## src/nta_pkg.sv

```systemverilog
package nta_pkg;

  // entry status codes
  typedef enum logic [1:0] {
    ST_OFFLINE = 2'd0,
    ST_PRESENT = 2'd1,
    ST_NEW     = 2'd2
  } status_t;

  // tick classification made by the front
  typedef enum logic {
    TICK_AGE    = 1'b0,
    TICK_BEACON = 1'b1
  } tick_kind_t;

  // back state machine
  typedef enum logic [2:0] {
    BK_IDLE,
    BK_WALK,
    BK_APPEND,
    BK_PRIME,
    BK_EMIT,
    BK_EMPTY
  } back_state_t;

  // one tick as it travels through the queue
  typedef struct packed {
    tick_kind_t  kind;
    logic [31:0] ip;
    logic [15:0] port;
    logic [31:0] now;
  } tick_t;

  // one neighbour table entry
  typedef struct packed {
    logic [31:0] ip;
    logic [15:0] port;
    status_t     status;
    logic [31:0] seen;
  } entry_t;

  // one result item
  typedef struct packed {
    logic        entry_valid;
    logic [3:0]  entry_index;
    logic [31:0] ip;
    logic [15:0] port;
    logic [1:0]  status;
    logic [31:0] seen;
    logic        dropped;
    logic        last;
  } result_t;

  localparam int QUEUE_DEPTH = 2;
  localparam int QPTR_W      = $clog2(QUEUE_DEPTH);
  localparam int QCNT_W      = $clog2(QUEUE_DEPTH + 1);
  localparam int IDX_OUT_W   = 4;

  localparam logic [15:0] DECAY_RESET = 16'd5;

endpackage

```

## src/nta_in_if.sv

```systemverilog
interface nta_in_if;
  logic        valid;
  logic        ready;
  logic        beacon_valid;
  logic [31:0] beacon_ip;
  logic [15:0] beacon_port;
  logic [31:0] now_seconds;

  modport source (
    output valid, beacon_valid, beacon_ip, beacon_port, now_seconds,
    input  ready
  );

  modport sink (
    input  valid, beacon_valid, beacon_ip, beacon_port, now_seconds,
    output ready
  );
endinterface

```

## src/nta_out_if.sv

```systemverilog
interface nta_out_if;
  logic        valid;
  logic        ready;
  logic        entry_valid;
  logic [3:0]  entry_index;
  logic [31:0] entry_ip;
  logic [15:0] entry_port;
  logic [1:0]  entry_status;
  logic [31:0] last_seen_seconds;
  logic        beacon_dropped;
  logic        last;

  modport source (
    output valid, entry_valid, entry_index, entry_ip, entry_port, entry_status,
           last_seen_seconds, beacon_dropped, last,
    input  ready
  );

  modport sink (
    input  valid, entry_valid, entry_index, entry_ip, entry_port, entry_status,
           last_seen_seconds, beacon_dropped, last,
    output ready
  );
endinterface

```

## src/nta_front.sv

```systemverilog
module nta_front (
  input  logic           clk,
  input  logic           rst_n,
  nta_in_if.sink         in_ch,
  output logic           push_valid,
  output nta_pkg::tick_t push_item,
  input  logic           push_full
);

  logic           hold_valid_r;
  logic           hold_valid_nxt;
  nta_pkg::tick_t hold_r;
  nta_pkg::tick_t hold_nxt;
  logic           in_xfer;

  // stage is free when empty or when its tick moves into the queue
  assign in_ch.ready = !hold_valid_r || !push_full;
  assign in_xfer     = in_ch.valid && in_ch.ready;

  assign push_valid = hold_valid_r;
  assign push_item  = hold_r;

  // classify the tick, address fields cleared when no beacon came
  always_comb begin
    hold_valid_nxt = in_xfer || (hold_valid_r && push_full);
    hold_nxt       = hold_r;
    if (in_xfer) begin
      hold_nxt.now = in_ch.now_seconds;
      if (in_ch.beacon_valid) begin
        hold_nxt.kind = nta_pkg::TICK_BEACON;
        hold_nxt.ip   = in_ch.beacon_ip;
        hold_nxt.port = in_ch.beacon_port;
      end else begin
        hold_nxt.kind = nta_pkg::TICK_AGE;
        hold_nxt.ip   = '0;
        hold_nxt.port = '0;
      end
    end
  end

  always_ff @(posedge clk) begin
    if (!rst_n) begin
      hold_valid_r <= 1'b0;
    end else begin
      hold_valid_r <= hold_valid_nxt;
    end
    hold_r <= hold_nxt;
  end

endmodule

```

## src/nta_queue.sv

```systemverilog
module nta_queue (
  input  logic           clk,
  input  logic           rst_n,
  input  logic           push_valid,
  input  nta_pkg::tick_t push_item,
  output logic           full,
  input  logic           pop_ready,
  output logic           pop_valid,
  output nta_pkg::tick_t pop_item
);

  nta_pkg::tick_t                   slot_r [nta_pkg::QUEUE_DEPTH];
  logic [nta_pkg::QPTR_W-1:0]       wr_ptr_r;
  logic [nta_pkg::QPTR_W-1:0]       rd_ptr_r;
  logic [nta_pkg::QCNT_W-1:0]       cnt_r;
  logic                             push;
  logic                             pop;

  assign full      = (cnt_r == nta_pkg::QCNT_W'(nta_pkg::QUEUE_DEPTH));
  assign pop_valid = (cnt_r != '0);
  assign pop_item  = slot_r[rd_ptr_r];
  assign push      = push_valid && !full;
  assign pop       = pop_ready && pop_valid;

  // pointers and occupancy
  always_ff @(posedge clk) begin
    if (!rst_n) begin
      wr_ptr_r <= '0;
      rd_ptr_r <= '0;
      cnt_r    <= '0;
    end else begin
      if (push) begin
        wr_ptr_r <= wr_ptr_r + 1'b1;
      end
      if (pop) begin
        rd_ptr_r <= rd_ptr_r + 1'b1;
      end
      if (push && !pop) begin
        cnt_r <= cnt_r + 1'b1;
      end else if (pop && !push) begin
        cnt_r <= cnt_r - 1'b1;
      end
    end
  end

  // tick storage
  always_ff @(posedge clk) begin
    if (push) begin
      slot_r[wr_ptr_r] <= push_item;
    end
  end

endmodule

```

## src/nta_back.sv

```systemverilog
module nta_back #(
  parameter int TABLE_DEPTH = 16
) (
  input  logic                                 clk,
  input  logic                                 rst_n,
  input  logic                                 cfg_we,
  input  logic [15:0]                          cfg_wdata,
  input  logic                                 pop_valid,
  input  nta_pkg::tick_t                       pop_item,
  output logic                                 pop_ready,
  nta_out_if.source                            out_ch,
  output logic [$clog2(TABLE_DEPTH + 1)-1:0]   fill_count
);

  localparam int CNTW = $clog2(TABLE_DEPTH + 1);
  localparam int IDXW = (TABLE_DEPTH > 1) ? $clog2(TABLE_DEPTH) : 1;

  nta_pkg::back_state_t state_r, state_nxt;
  nta_pkg::tick_t       tick_r, tick_nxt;
  logic [CNTW-1:0]      i_r, i_nxt;
  logic [CNTW-1:0]      fill_r, fill_nxt;
  logic                 found_r, found_nxt;
  logic                 dropped_r, dropped_nxt;
  logic [15:0]          decay_r;
  logic                 out_valid_r, out_valid_nxt;
  nta_pkg::result_t     out_res_r, out_res_nxt;

  // table memory, one read and one write port
  nta_pkg::entry_t      mem [TABLE_DEPTH];
  nta_pkg::entry_t      rd_data_r;
  logic [IDXW-1:0]      rd_addr;
  logic                 mem_we;
  logic [IDXW-1:0]      mem_waddr;
  nta_pkg::entry_t      mem_wdata;

  logic [CNTW-1:0]      idx_inc;
  logic [CNTW+3:0]      idx_ext;
  logic                 is_beacon;
  logic                 match;
  logic [31:0]          age;
  logic                 stale;
  nta_pkg::entry_t      upd_entry;
  logic                 out_free;

  assign fill_count = fill_r;
  assign idx_inc    = i_r + 1'b1;
  assign idx_ext    = {4'b0000, i_r};
  assign is_beacon  = (tick_r.kind == nta_pkg::TICK_BEACON);
  assign out_free   = !out_valid_r || out_ch.ready;

  // per-entry update: first match is refreshed, others may age out
  assign match = is_beacon && !found_r && (rd_data_r.ip == tick_r.ip) &&
                 (rd_data_r.port == tick_r.port);
  assign age   = tick_r.now - rd_data_r.seen;
  assign stale = (rd_data_r.status != nta_pkg::ST_OFFLINE) && (age > {16'h0000, decay_r});

  always_comb begin
    upd_entry = rd_data_r;
    if (match) begin
      upd_entry.seen   = tick_r.now;
      upd_entry.status = (rd_data_r.status == nta_pkg::ST_OFFLINE) ?
                         nta_pkg::ST_NEW : nta_pkg::ST_PRESENT;
    end else if (stale) begin
      upd_entry.status = nta_pkg::ST_OFFLINE;
    end
  end

  // sequencer: update pass, append, then emission pass
  always_comb begin
    state_nxt     = state_r;
    tick_nxt      = tick_r;
    i_nxt         = i_r;
    fill_nxt      = fill_r;
    found_nxt     = found_r;
    dropped_nxt   = dropped_r;
    out_valid_nxt = out_valid_r && !out_ch.ready;
    out_res_nxt   = out_res_r;
    pop_ready     = 1'b0;
    rd_addr       = '0;
    mem_we        = 1'b0;
    mem_waddr     = i_r[IDXW-1:0];
    mem_wdata     = upd_entry;

    case (state_r)
      nta_pkg::BK_IDLE: begin
        pop_ready = 1'b1;
        if (pop_valid) begin
          tick_nxt    = pop_item;
          i_nxt       = '0;
          found_nxt   = 1'b0;
          dropped_nxt = 1'b0;
          state_nxt   = (fill_r == '0) ? nta_pkg::BK_APPEND : nta_pkg::BK_WALK;
        end
      end

      nta_pkg::BK_WALK: begin
        mem_we = 1'b1;
        if (match) begin
          found_nxt = 1'b1;
        end
        if (idx_inc == fill_r) begin
          state_nxt = nta_pkg::BK_APPEND;
        end else begin
          i_nxt   = idx_inc;
          rd_addr = idx_inc[IDXW-1:0];
        end
      end

      nta_pkg::BK_APPEND: begin
        if (is_beacon && !found_r) begin
          if (fill_r != CNTW'(TABLE_DEPTH)) begin
            mem_we           = 1'b1;
            mem_waddr        = fill_r[IDXW-1:0];
            mem_wdata.ip     = tick_r.ip;
            mem_wdata.port   = tick_r.port;
            mem_wdata.status = nta_pkg::ST_NEW;
            mem_wdata.seen   = tick_r.now;
            fill_nxt         = fill_r + 1'b1;
          end else begin
            dropped_nxt = 1'b1;
          end
        end
        state_nxt = nta_pkg::BK_PRIME;
      end

      nta_pkg::BK_PRIME: begin
        i_nxt     = '0;
        state_nxt = (fill_r == '0) ? nta_pkg::BK_EMPTY : nta_pkg::BK_EMIT;
      end

      nta_pkg::BK_EMIT: begin
        rd_addr = i_r[IDXW-1:0];
        if (out_free) begin
          out_valid_nxt           = 1'b1;
          out_res_nxt.entry_valid = 1'b1;
          out_res_nxt.entry_index = idx_ext[nta_pkg::IDX_OUT_W-1:0];
          out_res_nxt.ip          = rd_data_r.ip;
          out_res_nxt.port        = rd_data_r.port;
          out_res_nxt.status      = rd_data_r.status;
          out_res_nxt.seen        = rd_data_r.seen;
          out_res_nxt.dropped     = dropped_r;
          out_res_nxt.last        = (idx_inc == fill_r);
          if (idx_inc == fill_r) begin
            state_nxt = nta_pkg::BK_IDLE;
          end else begin
            i_nxt   = idx_inc;
            rd_addr = idx_inc[IDXW-1:0];
          end
        end
      end

      nta_pkg::BK_EMPTY: begin
        if (out_free) begin
          out_valid_nxt       = 1'b1;
          out_res_nxt         = '0;
          out_res_nxt.dropped = dropped_r;
          out_res_nxt.last    = 1'b1;
          state_nxt           = nta_pkg::BK_IDLE;
        end
      end

      default: begin
        state_nxt = nta_pkg::BK_IDLE;
      end
    endcase
  end

  // control registers and decay setting
  always_ff @(posedge clk) begin
    if (!rst_n) begin
      state_r     <= nta_pkg::BK_IDLE;
      i_r         <= '0;
      fill_r      <= '0;
      found_r     <= 1'b0;
      dropped_r   <= 1'b0;
      out_valid_r <= 1'b0;
      decay_r     <= nta_pkg::DECAY_RESET;
    end else begin
      state_r     <= state_nxt;
      i_r         <= i_nxt;
      fill_r      <= fill_nxt;
      found_r     <= found_nxt;
      dropped_r   <= dropped_nxt;
      out_valid_r <= out_valid_nxt;
      if (cfg_we) begin
        decay_r <= cfg_wdata;
      end
    end
    tick_r    <= tick_nxt;
    out_res_r <= out_res_nxt;
  end

  // table memory with registered read
  always_ff @(posedge clk) begin
    if (mem_we) begin
      mem[mem_waddr] <= mem_wdata;
    end
    rd_data_r <= mem[rd_addr];
  end

  // result register drives the output channel
  assign out_ch.valid             = out_valid_r;
  assign out_ch.entry_valid       = out_res_r.entry_valid;
  assign out_ch.entry_index       = out_res_r.entry_index;
  assign out_ch.entry_ip          = out_res_r.ip;
  assign out_ch.entry_port        = out_res_r.port;
  assign out_ch.entry_status      = out_res_r.status;
  assign out_ch.last_seen_seconds = out_res_r.seen;
  assign out_ch.beacon_dropped    = out_res_r.dropped;
  assign out_ch.last              = out_res_r.last;

endmodule

```

## src/neighbour_table_aging.sv

```systemverilog
// channel  | dir | handshake          | carries
// in_ch    | in  | valid/ready        | one tick: beacon flag, address, port, time
// out_ch   | out | valid/ready        | one table entry per transfer, last on the final one
// cfg_*    | in  | write enable only  | decay_seconds, 16 bits
//
// in the back a tick walks the M entries present before it, then emits the N entries
// present after it, or a single empty-table result when the table stays empty; a tick
// passes the front stage and the queue before the back picks it up
// the table memory (one read, one write port) is walked once to age and refresh,
// once to emit
// reset clears the fill count and sets decay to 5; the table itself is not cleared
// a front stage and a two-tick queue keep taking ticks while the back is busy
// a stall on out_ch holds the emission pass on its current entry
module neighbour_table_aging #(
  parameter int TABLE_DEPTH = 16
) (
  input  logic        clk,
  input  logic        rst_n,
  nta_in_if.sink      in_ch,
  nta_out_if.source   out_ch,
  input  logic        cfg_we,
  input  logic [15:0] cfg_wdata
);

  localparam int CNTW = $clog2(TABLE_DEPTH + 1);

  logic            push_valid;
  nta_pkg::tick_t  push_item;
  logic            q_full;
  logic            pop_ready;
  logic            pop_valid;
  nta_pkg::tick_t  pop_item;
  logic [CNTW-1:0] fill_count;

  // front: accepts and classifies ticks
  nta_front u_front (
    .clk        (clk),
    .rst_n      (rst_n),
    .in_ch      (in_ch),
    .push_valid (push_valid),
    .push_item  (push_item),
    .push_full  (q_full)
  );

  // queue between front and back
  nta_queue u_queue (
    .clk        (clk),
    .rst_n      (rst_n),
    .push_valid (push_valid),
    .push_item  (push_item),
    .full       (q_full),
    .pop_ready  (pop_ready),
    .pop_valid  (pop_valid),
    .pop_item   (pop_item)
  );

  // back: table walk, append and emission
  nta_back #(
    .TABLE_DEPTH (TABLE_DEPTH)
  ) u_back (
    .clk        (clk),
    .rst_n      (rst_n),
    .cfg_we     (cfg_we),
    .cfg_wdata  (cfg_wdata),
    .pop_valid  (pop_valid),
    .pop_item   (pop_item),
    .pop_ready  (pop_ready),
    .out_ch     (out_ch),
    .fill_count (fill_count)
  );

`ifndef SYNTH
  // table never holds more than its depth
  a_fill_bound: assert property (@(posedge clk) disable iff (!rst_n)
    fill_count <= CNTW'(TABLE_DEPTH))
    else $error("fill count above table depth");

  // entries are only ever appended
  a_fill_grows: assert property (@(posedge clk) disable iff (!rst_n)
    1'b1 |=> fill_count >= $past(fill_count))
    else $error("fill count decreased");

  // a dropped beacon implies a full table
  a_drop_full: assert property (@(posedge clk) disable iff (!rst_n)
    out_ch.valid && out_ch.beacon_dropped |-> fill_count == CNTW'(TABLE_DEPTH))
    else $error("beacon dropped while table not full");

  // the empty-table result is the only one of its tick
  a_empty_last: assert property (@(posedge clk) disable iff (!rst_n)
    out_ch.valid && !out_ch.entry_valid |-> out_ch.last)
    else $error("empty-table result without last");
`endif

endmodule
```

## src/flat_wrapper.sv

```systemverilog
// flat-port wrapper written by rule: the top's interface ports become plain ports
module neighbour_table_aging_flat 
#(
  parameter int TABLE_DEPTH = 16
)
  (clk, rst_n, cfg_we, cfg_wdata, in_ch_valid, in_ch_beacon_valid, in_ch_beacon_ip, in_ch_beacon_port, in_ch_now_seconds, in_ch_ready, out_ch_valid, out_ch_entry_valid, out_ch_entry_index, out_ch_entry_ip, out_ch_entry_port, out_ch_entry_status, out_ch_last_seen_seconds, out_ch_beacon_dropped, out_ch_last, out_ch_ready);
  nta_in_if in_ch_i ();
  nta_out_if out_ch_i ();
  input  logic clk;
  input  logic rst_n;
  input  logic cfg_we;
  input  logic [15:0] cfg_wdata;
  input wire logic [$bits(in_ch_i.valid)-1:0] in_ch_valid;
  input wire logic [$bits(in_ch_i.beacon_valid)-1:0] in_ch_beacon_valid;
  input wire logic [$bits(in_ch_i.beacon_ip)-1:0] in_ch_beacon_ip;
  input wire logic [$bits(in_ch_i.beacon_port)-1:0] in_ch_beacon_port;
  input wire logic [$bits(in_ch_i.now_seconds)-1:0] in_ch_now_seconds;
  output wire logic [$bits(in_ch_i.ready)-1:0] in_ch_ready;
  output wire logic [$bits(out_ch_i.valid)-1:0] out_ch_valid;
  output wire logic [$bits(out_ch_i.entry_valid)-1:0] out_ch_entry_valid;
  output wire logic [$bits(out_ch_i.entry_index)-1:0] out_ch_entry_index;
  output wire logic [$bits(out_ch_i.entry_ip)-1:0] out_ch_entry_ip;
  output wire logic [$bits(out_ch_i.entry_port)-1:0] out_ch_entry_port;
  output wire logic [$bits(out_ch_i.entry_status)-1:0] out_ch_entry_status;
  output wire logic [$bits(out_ch_i.last_seen_seconds)-1:0] out_ch_last_seen_seconds;
  output wire logic [$bits(out_ch_i.beacon_dropped)-1:0] out_ch_beacon_dropped;
  output wire logic [$bits(out_ch_i.last)-1:0] out_ch_last;
  input wire logic [$bits(out_ch_i.ready)-1:0] out_ch_ready;
  assign in_ch_i.valid = in_ch_valid;
  assign in_ch_i.beacon_valid = in_ch_beacon_valid;
  assign in_ch_i.beacon_ip = in_ch_beacon_ip;
  assign in_ch_i.beacon_port = in_ch_beacon_port;
  assign in_ch_i.now_seconds = in_ch_now_seconds;
  assign in_ch_ready = in_ch_i.ready;
  assign out_ch_valid = out_ch_i.valid;
  assign out_ch_entry_valid = out_ch_i.entry_valid;
  assign out_ch_entry_index = out_ch_i.entry_index;
  assign out_ch_entry_ip = out_ch_i.entry_ip;
  assign out_ch_entry_port = out_ch_i.entry_port;
  assign out_ch_entry_status = out_ch_i.entry_status;
  assign out_ch_last_seen_seconds = out_ch_i.last_seen_seconds;
  assign out_ch_beacon_dropped = out_ch_i.beacon_dropped;
  assign out_ch_last = out_ch_i.last;
  assign out_ch_i.ready = out_ch_ready;
  neighbour_table_aging #(.TABLE_DEPTH(TABLE_DEPTH)) u_core (.clk(clk), .rst_n(rst_n), .in_ch(in_ch_i), .out_ch(out_ch_i), .cfg_we(cfg_we), .cfg_wdata(cfg_wdata));
endmodule
```

## config.mk

```make
export PLATFORM = sky130hd
export DESIGN_NAME = neighbour_table_aging_flat
export DESIGN_NICKNAME = d
export VERILOG_FILES = /design/src/nta_pkg.sv /design/src/nta_in_if.sv /design/src/nta_out_if.sv /design/src/nta_front.sv /design/src/nta_queue.sv /design/src/nta_back.sv /design/src/neighbour_table_aging.sv /design/src/flat_wrapper.sv
export SDC_FILE = /design/constraint.sdc
export NUM_CORES = 2
export LEC_CHECK = 0
export BUFFER_PORTS_ARGS = -buffer_cell sky130_fd_sc_hd__buf_2
export CAP_MARGIN = 10
export CELL_PAD_IN_SITES_DETAIL_PLACEMENT = 1
export CELL_PAD_IN_SITES_GLOBAL_PLACEMENT = 2
export CORE_MARGIN = 2
export CORE_UTILIZATION = 49
export CTS_CLUSTER_SIZE = 40
export DETAILED_ROUTE_END_ITERATION = 8
export PLACE_DENSITY_LB_ADDON = 0.25
export SLEW_MARGIN = 20
export SYNTH_ARGS = -nofsm -noshare
export SYNTH_HDL_FRONTEND = slang
export SYNTH_SLANG_ARGS = --single-unit
```

## constraint.sdc

```tcl
create_clock -name clk -period 6.4 [get_ports clk]
set_input_delay 0.64 -clock clk [delete_from_list [all_inputs] [get_ports clk]]
set_output_delay 0.64 -clock clk [all_outputs]
set_load 0.005 [all_outputs]
```

* Yosys cells after proc, flatten, opt, wreduce, memory -nomap -nowiden
Memory sizes are Yosys's and may differ from the RTL's. A register that Yosys moved wholly into a read port is not among the register bits.
Cells that the tools add are included.
** Storage, ports and cells
- Output and inout bits :: 91
- Bits of input ports :: 102
- Bits in writable memories :: 1474
- Flip-flop bits (word level) :: 207
- Memories :: 2
** Operators by class
- Reduce and logical (&&, ||, !) cells :: 39
- Add/subtract/negate cells :: 7
- Magnitude comparators :: 1
- Eq/ne operators :: 18
- Multiplexer cells :: 48
** Memories
- u_core.u_back.mem :: depth 16, width 82, read ports 1, clocked after memory_dff 1, wr ports 1, RTL line nta_back.sv:29 : nta_pkg::entry_t mem [TABLE_DEPTH];
- u_core.u_queue.slot_r :: depth 2, width 81, read ports 1, clocked after memory_dff 1, wr ports 1, RTL line nta_queue.sv:12 : nta_pkg::tick_t slot_r [nta_pkg::QUEUE_DEPTH];
** Operator list (number)
- 82-bit 2-to-1 mux :: 3
- 89-bit 2-to-1 mux :: 2
- 89-bit case mux with 2 select lines :: 1
- 49-bit 2-to-1 mux :: 1
- 32-bit equality test :: 1
- 32-bit by 16-bit > comparator with 1-bit output :: 1
- 32-bit 2-to-1 mux :: 1
- 32-bit subtractor :: 1
- 4-bit 2-to-1 mux :: 6
- 5-bit case mux with 4 select lines :: 1
- 3-bit case mux with 6 select lines :: 1
- 16-bit equality test :: 1
- 3-bit 2-to-1 mux :: 5
- 5-bit 2-to-1 mux :: 3
- 1-bit 2-to-1 mux :: 14
- 2-bit inequality test (second input constant) :: 7
- 2-bit 2-to-1 mux :: 6
- 3-bit AND reduction :: 4
- 2-bit nonzero test :: 6
- 1-bit logical AND :: 11
- 5-bit by 1-bit adder with 5-bit output (second input constant) :: 2
- 4-bit case mux with 2 select lines :: 1
- 1-bit logical NOT :: 7
- 3-bit by 2-bit equality test with 1-bit output (second input constant) :: 2
- 19 further kinds :: 25

* Depth between registers and ports, before layout
- Depth in word-level cells :: 8
- Depth in mapped cells :: 20

* By module
From an unflattened synthesis, not the netlist that was laid out.
** Unflattened totals
- Cell total of the unflattened synthesis :: 5538
- Area total of the unflattened synthesis :: 72763.5 µm²
** Modules (own cells, without submodules)
- nta_back :: sequential area each 46784.9 µm², cells each 5122, instances 1, area each 63811.2 µm²
- nta_queue :: sequential area each 4964.8 µm², cells each 277, instances 1, area each 6108.4 µm²
- nta_front :: sequential area each 2452.4 µm², cells each 139, instances 1, area each 2844.0 µm²

* Least setup slack after synthesis
Ideal clock, no wire load.
- Path type :: register -> register
- Start point :: register u_core.u_back.state_r[2]
- End point :: memory u_core.u_back.mem[10][0] (netlist bit) (enable)
- Arrival :: 4.776 ns
- Buffers on the path :: 1
- Path slack :: 1.100 ns
- Clock period less this slack :: 5.300 ns
- Cell stages (with the launch flop) :: 8
- Required time :: 5.877 ns
- Cells stage by stage :: dfxtp_1 > clkbuf_1 > nor2_1 > and3_1 > nand2_1 > nor3b_1 > a31oi_1 > nor2_1
** Between the ends
- Cells in the longest elaborated chain, start to end :: 4
** RTL lines
- start, declared :: RTL line nta_back.sv:18 : nta_pkg::back_state_t state_r, state_nxt;
- start signal, assigned :: RTL line nta_back.sv:171 : state_r <= nta_pkg::BK_IDLE;
- start signal, assigned :: RTL line nta_back.sv:179 : state_r <= state_nxt;
- 3-bit by 2-bit equality test with 1-bit output / 3-bit by 1-bit equality test with 1-bit output (equally long branches) :: RTL line nta_back.sv:84 : case (state_r)
- 1-bit case mux with 2 select lines :: RTL line nta_back.sv:84
- 1-bit 2-to-1 mux :: RTL line nta_back.sv:195 : if (mem_we) begin
- 1-bit 2-to-1 mux (implied by the code) :: RTL line nta_back.sv:196 : mem[mem_waddr] <= mem_wdata;
- end, declared :: RTL line nta_back.sv:29
Several ways; a longest one is shown, not always the timed one.

==> insert_results.sql <==
INSERT INTO impl_metrics (metric_group, metric, value, unit) VALUES
('status', 'status', 'complete, no violations', ''),
('power', 'p_leak', '26.82', 'nW'),
('cells_and_area', 'fillers', '12590', ''),
('placed_design', 'buffer_ports.inserted', '192', ''),
('global_routing', 'via_count_of_the_first_global_routing_pass', '38600', ''),
('die', 'die_h', '383.7', 'um'),
('worst_hold_path', 'min_delay_path_depth', '3', ''),
('power', 'irDropWorstVdd', '0.2957', 'mV'),
('global_routing', 'grt_pass1_wl', '265800', 'um'),
('logic_synthesis', 'synth.yosys.seq_area_share', '0.7670', ''),
('worst_setup_path', 'cp_common_cell', 'sky130_fd_sc_hd__a21oi_1', ''),
('worst_setup_path', 'path_delay_family', 'compound AO/OA/AOI/OAI gates', ''),
('logic_synthesis', 'syn-num-nets', '3801', ''),
('global_routing', 'antenna_found_initial', '6', ''),
('logic_synthesis', 'synth_largest_type_area_fraction', '0.7333', ''),
('logic_synthesis', 'synth_commonest_cells', 'sky130_fd_sc_hd__edfxtp_1, sky130_fd_sc_hd__mux4_2, sky130_fd_sc_hd__nand2_1, sky130_fd_sc_hd__a22oi_1, sky130_fd_sc_hd__and2_1', ''),
('detailed_routing', 'route.detailed.drc', '0', ''),
('die', 'row_count', '139', ''),
('cts', 'clk_pin_slew_worst_paths', '0.06', 'ns'),
('global_routing', 'groute.usage.overall', '0.2517', ''),
('die', 'die_x', '383.7', 'um'),
('detailed_routing', 'drt_first_iter_violations', '3192', ''),
('logic_synthesis', 'postSynthRegisterBits', '1844', ''),
('worst_setup_path', 'timing.setup.critical_path_class', 'flop to flop', ''),
('timing', 'hold_viol_final', '0', ''),
('worst_hold_path', 'hold_crit_start', 'cfg_wdata[10]', ''),
('cells_and_area', 'final_core_utilization', '0.5663', ''),
('cts', 'max-clock-path-buffers', '3', ''),
('cts', 'hold_buffers', '33', ''),
('cts', 'cts.root.buffer_cell', 'sky130_fd_sc_hd__clkbuf_16', ''),
('timing', 'final_setup_violation_count', '0', ''),
('cts', 'cts_repair_resize_count', '0', ''),
('timing', 'final.hold.worst_slack', '0.08611', 'ns'),
('cells_and_area', 'final_layout_size_suffix_gt1_frac', '0.2529', ''),
('worst_hold_path', 'hold_class', 'primary input to flop', ''),
('power', 'pwr_per_cell_area', '455.9', 'nW/um^2'),
('logic_synthesis', 'ys_async_sr_fraction', '0', ''),
('logic_synthesis', 'synth.lib_cells_used.distinct', '71', ''),
('global_routing', 'grt_max_degree', '83', ''),
('placed_design', 'placed_cell_area', '74600', 'um^2'),
('cts', 'htreeDepth', '4', ''),
('detailed_routing', 'route.detailed.wl_per_inst', '30.19', 'um'),
('placed_design', 'place_congestion', '0.8407', ''),
('cells_and_area', 'multi_input_gate_area', '15650', 'um^2'),
('worst_setup_path', 'timing.critical_path.arrival', '5.96', 'ns'),
('detailed_routing', 'ant_nets', '0', ''),
('worst_setup_path', 'crit-reg2reg-capture', 'u_core.u_back.mem[10][32]', ''),
('logic_synthesis', 'most_frequently_used_cell_type_in_the_post_synthesis_netlist', 'sky130_fd_sc_hd__edfxtp_1', ''),
('logic_synthesis', 'yosys_warnings', '0', ''),
('die', 'starting_density', '0.4929', ''),
('power', 'totalPowerFinal', '37.00', 'mW'),
('cells_and_area', 'ff_latch_area', '54190', 'um^2'),
('timing', 'portion_of_the_clock_cycle_consumed_by_the_worst_path_in_the_final_layout', '0.8274', ''),
('logic_synthesis', 'synth_top_cells_by_area', 'sky130_fd_sc_hd__edfxtp_1, sky130_fd_sc_hd__mux4_2, sky130_fd_sc_hd__dfxtp_1', ''),
('worst_setup_path', 'path_cells', 'inv_1 -> ha_1 -> fa_1 -> nand2b_1 -> a21oi_1 -> o21a_1 -> a21boi_0 -> o21ai_0 -> o21ai_0 -> xnor2_1 -> ha_1 -> a21oi_1 -> nand2_1 -> a221oi_1 -> o21ai_0 -> a21oi_1 -> o2111ai_1 -> nor4_2 -> nand4_1 -> a21oi_1 -> clkbuf_4', ''),
('worst_setup_path', 'slowest_library_cell_on_the_worst_path', 'sky130_fd_sc_hd__nor4_2', ''),
('worst_setup_path', 'cp.buffers_inverters', '2', ''),
('detailed_routing', 'vias', '36180', ''),
('worst_setup_path', 'minimum_setup_slack_among_reg_to_reg_paths', '1.10', 'ns'),
('cts', 'postCtsSetupRepairBufs', '0', ''),
('global_routing', 'gr-usage-met1', '0.3390', ''),
('cts', 'numCtsBuffers', '187', ''),
('logic_synthesis', 'synthesis.instances', '3646', ''),
('flow_run', 'max-cap-violations', '0', ''),
('detailed_routing', 'count_of_tritonroute_iterations_in_the_first_routing_pass', '5', ''),
('timing', 'finalCriticalPeriod', '5.295', 'ns'),
('logic_synthesis', 'netlist_area_pre_place', '70640', 'um^2'),
('timing', 'relSlewSlack', '0.2419', ''),
('timing', 'max_clock_freq', '0.1889', 'GHz'),
('cts', 'clock_latency_of_the_later_clocked_register_in_the_worst_skew_pair', '0.83', 'ns'),
('logic_synthesis', 'synth_edf_count', '1725', '');
[registers in the layout (all words and copies together), names as in the netlist, 5 cells and up]
signal	count
u_core.u_back.decay_r	16
u_core.u_back.out_ch.last_seen_seconds	32
u_core.u_back.fill_count	5
u_core.u_back.rd_data_r	82
u_core.u_back.out_ch.entry_ip	32
u_core.u_front.push_item	81
u_core.u_queue.slot_r	162
u_core.u_back.i_r	5
u_core.u_back.mem	1312
u_core.u_back.tick_r	80
u_core.u_back.out_ch.entry_port	16
[per-stage QoR]
stage	worst slack (ns)	instances
after global routing	0.7687	6070
after global placement	0.9010	5682
after detailed placement	0.7945	5682
final	1.105	6070
after floorplan	1.100	3646
after CTS	0.7456	6067
[cells by family after synthesis]
family | count (synthesis) | share of synthesized area
AOI/OAI and AO/OA | 378 | 0.03679
xor gates and xnor gates | 73 | 0.009051
adders and majority gates | 53 | 0.009494
buffers and inverters | 242 | 0.01449
DFF | 1844 | 0.7670
muxes | 428 | 0.1202
and+or+nand+nor | 628 | 0.04295
[cell usage in the layout, fill, tap and decap left out, types with 22 or more instances in the layout]
master / Yosys / layout
sky130_fd_sc_hd__xor2_1: 27 / 27
sky130_fd_sc_hd__mux2_2: 83 / 83
sky130_fd_sc_hd__dlygate4sd3_1: 0 / 33
sky130_fd_sc_hd__a22oi_1: 165 / 164
sky130_fd_sc_hd__mux4_2: 328 / 328
sky130_fd_sc_hd__dfxtp_1: 119 / 118
sky130_fd_sc_hd__ha_1: 52 / 52
sky130_fd_sc_hd__edfxtp_1: 1725 / 1725
sky130_fd_sc_hd__xnor2_1: 46 / 46
sky130_fd_sc_hd__nor2_1: 69 / 49
sky130_fd_sc_hd__buf_12: 0 / 27
sky130_fd_sc_hd__nand2_1: 292 / 290
sky130_fd_sc_hd__inv_1: 68 / 67
sky130_fd_sc_hd__a21oi_1: 48 / 48
sky130_fd_sc_hd__clkbuf_1: 90 / 46
sky130_fd_sc_hd__o21ai_0: 66 / 58
sky130_fd_sc_hd__buf_4: 2 / 89
sky130_fd_sc_hd__clkinv_2: 0 / 34
sky130_fd_sc_hd__nor2_4: 0 / 22
sky130_fd_sc_hd__clkbuf_16: 0 / 190
sky130_fd_sc_hd__buf_2: 56 / 192
sky130_fd_sc_hd__and2_1: 149 / 147
sky130_fd_sc_hd__clkinv_1: 0 / 24
[cell type report]
type | count | area share
Tap cell | 1903 | 0.02934
Clock inverter | 98 | 0.01198
Multi-Input combinational cell | 1560 | 0.1928
Clock buffer | 254 | 0.06377
Sequential cell | 1844 | 0.6677
Inverter | 68 | 0.003176
Timing Repair Buffer | 343 | 0.03124
[worst max path at each step]
stage / from / endpoint / slack, ns / cells after the start
after floorplan: u_core.u_back.state_r[2] / u_core.u_back.mem[10][0] / 1.10 / 7
after CTS: u_core.u_back.tick_r[0] / u_core.u_back.mem[3][32] / 0.75 / 20
after detailed placement: u_core.u_back.tick_r[0] / u_core.u_back.mem[10][32] / 0.79 / 20
final: u_core.u_back.tick_r[0] / u_core.u_back.mem[10][32] / 1.10 / 21
after global placement: u_core.u_back.tick_r[0] / u_core.u_back.mem[10][32] / 0.90 / 20
after global routing: u_core.u_back.tick_r[0] / u_core.u_back.mem[13][32] / 0.77 / 21
[layer usage]
metal / routed length (um) / part of all wire
met4: 5272 / 0.029
met1: 75140 / 0.41
met2: 92050 / 0.50
met5: 0 / 0
met3: 10810 / 0.059
[worst register-to-register path, delay by kind of cell, from the launching register on]
family / cells / cell delay (ns)
xor+xnor: 1 / 0.17
buf+inv: 2 / 0.35
compound gates: 11 / 2.37
flops: 1 / 0.34
simple gates: 4 / 0.94
fa+ha+maj: 3 / 0.97
[where the power goes]
| group | switching (mW) | leakage, nW | internal, mW | total [mW] |
|---|---|---|---|---|
| Sequential | 0.707 | 16.7 | 16.2 | 16.9 |
| Combinational | 5.79 | 7.16 | 3.40 | 9.19 |
| Clock | 4.64 | 3.00 | 6.26 | 10.9 |
(Power assumes the default switching activity.)
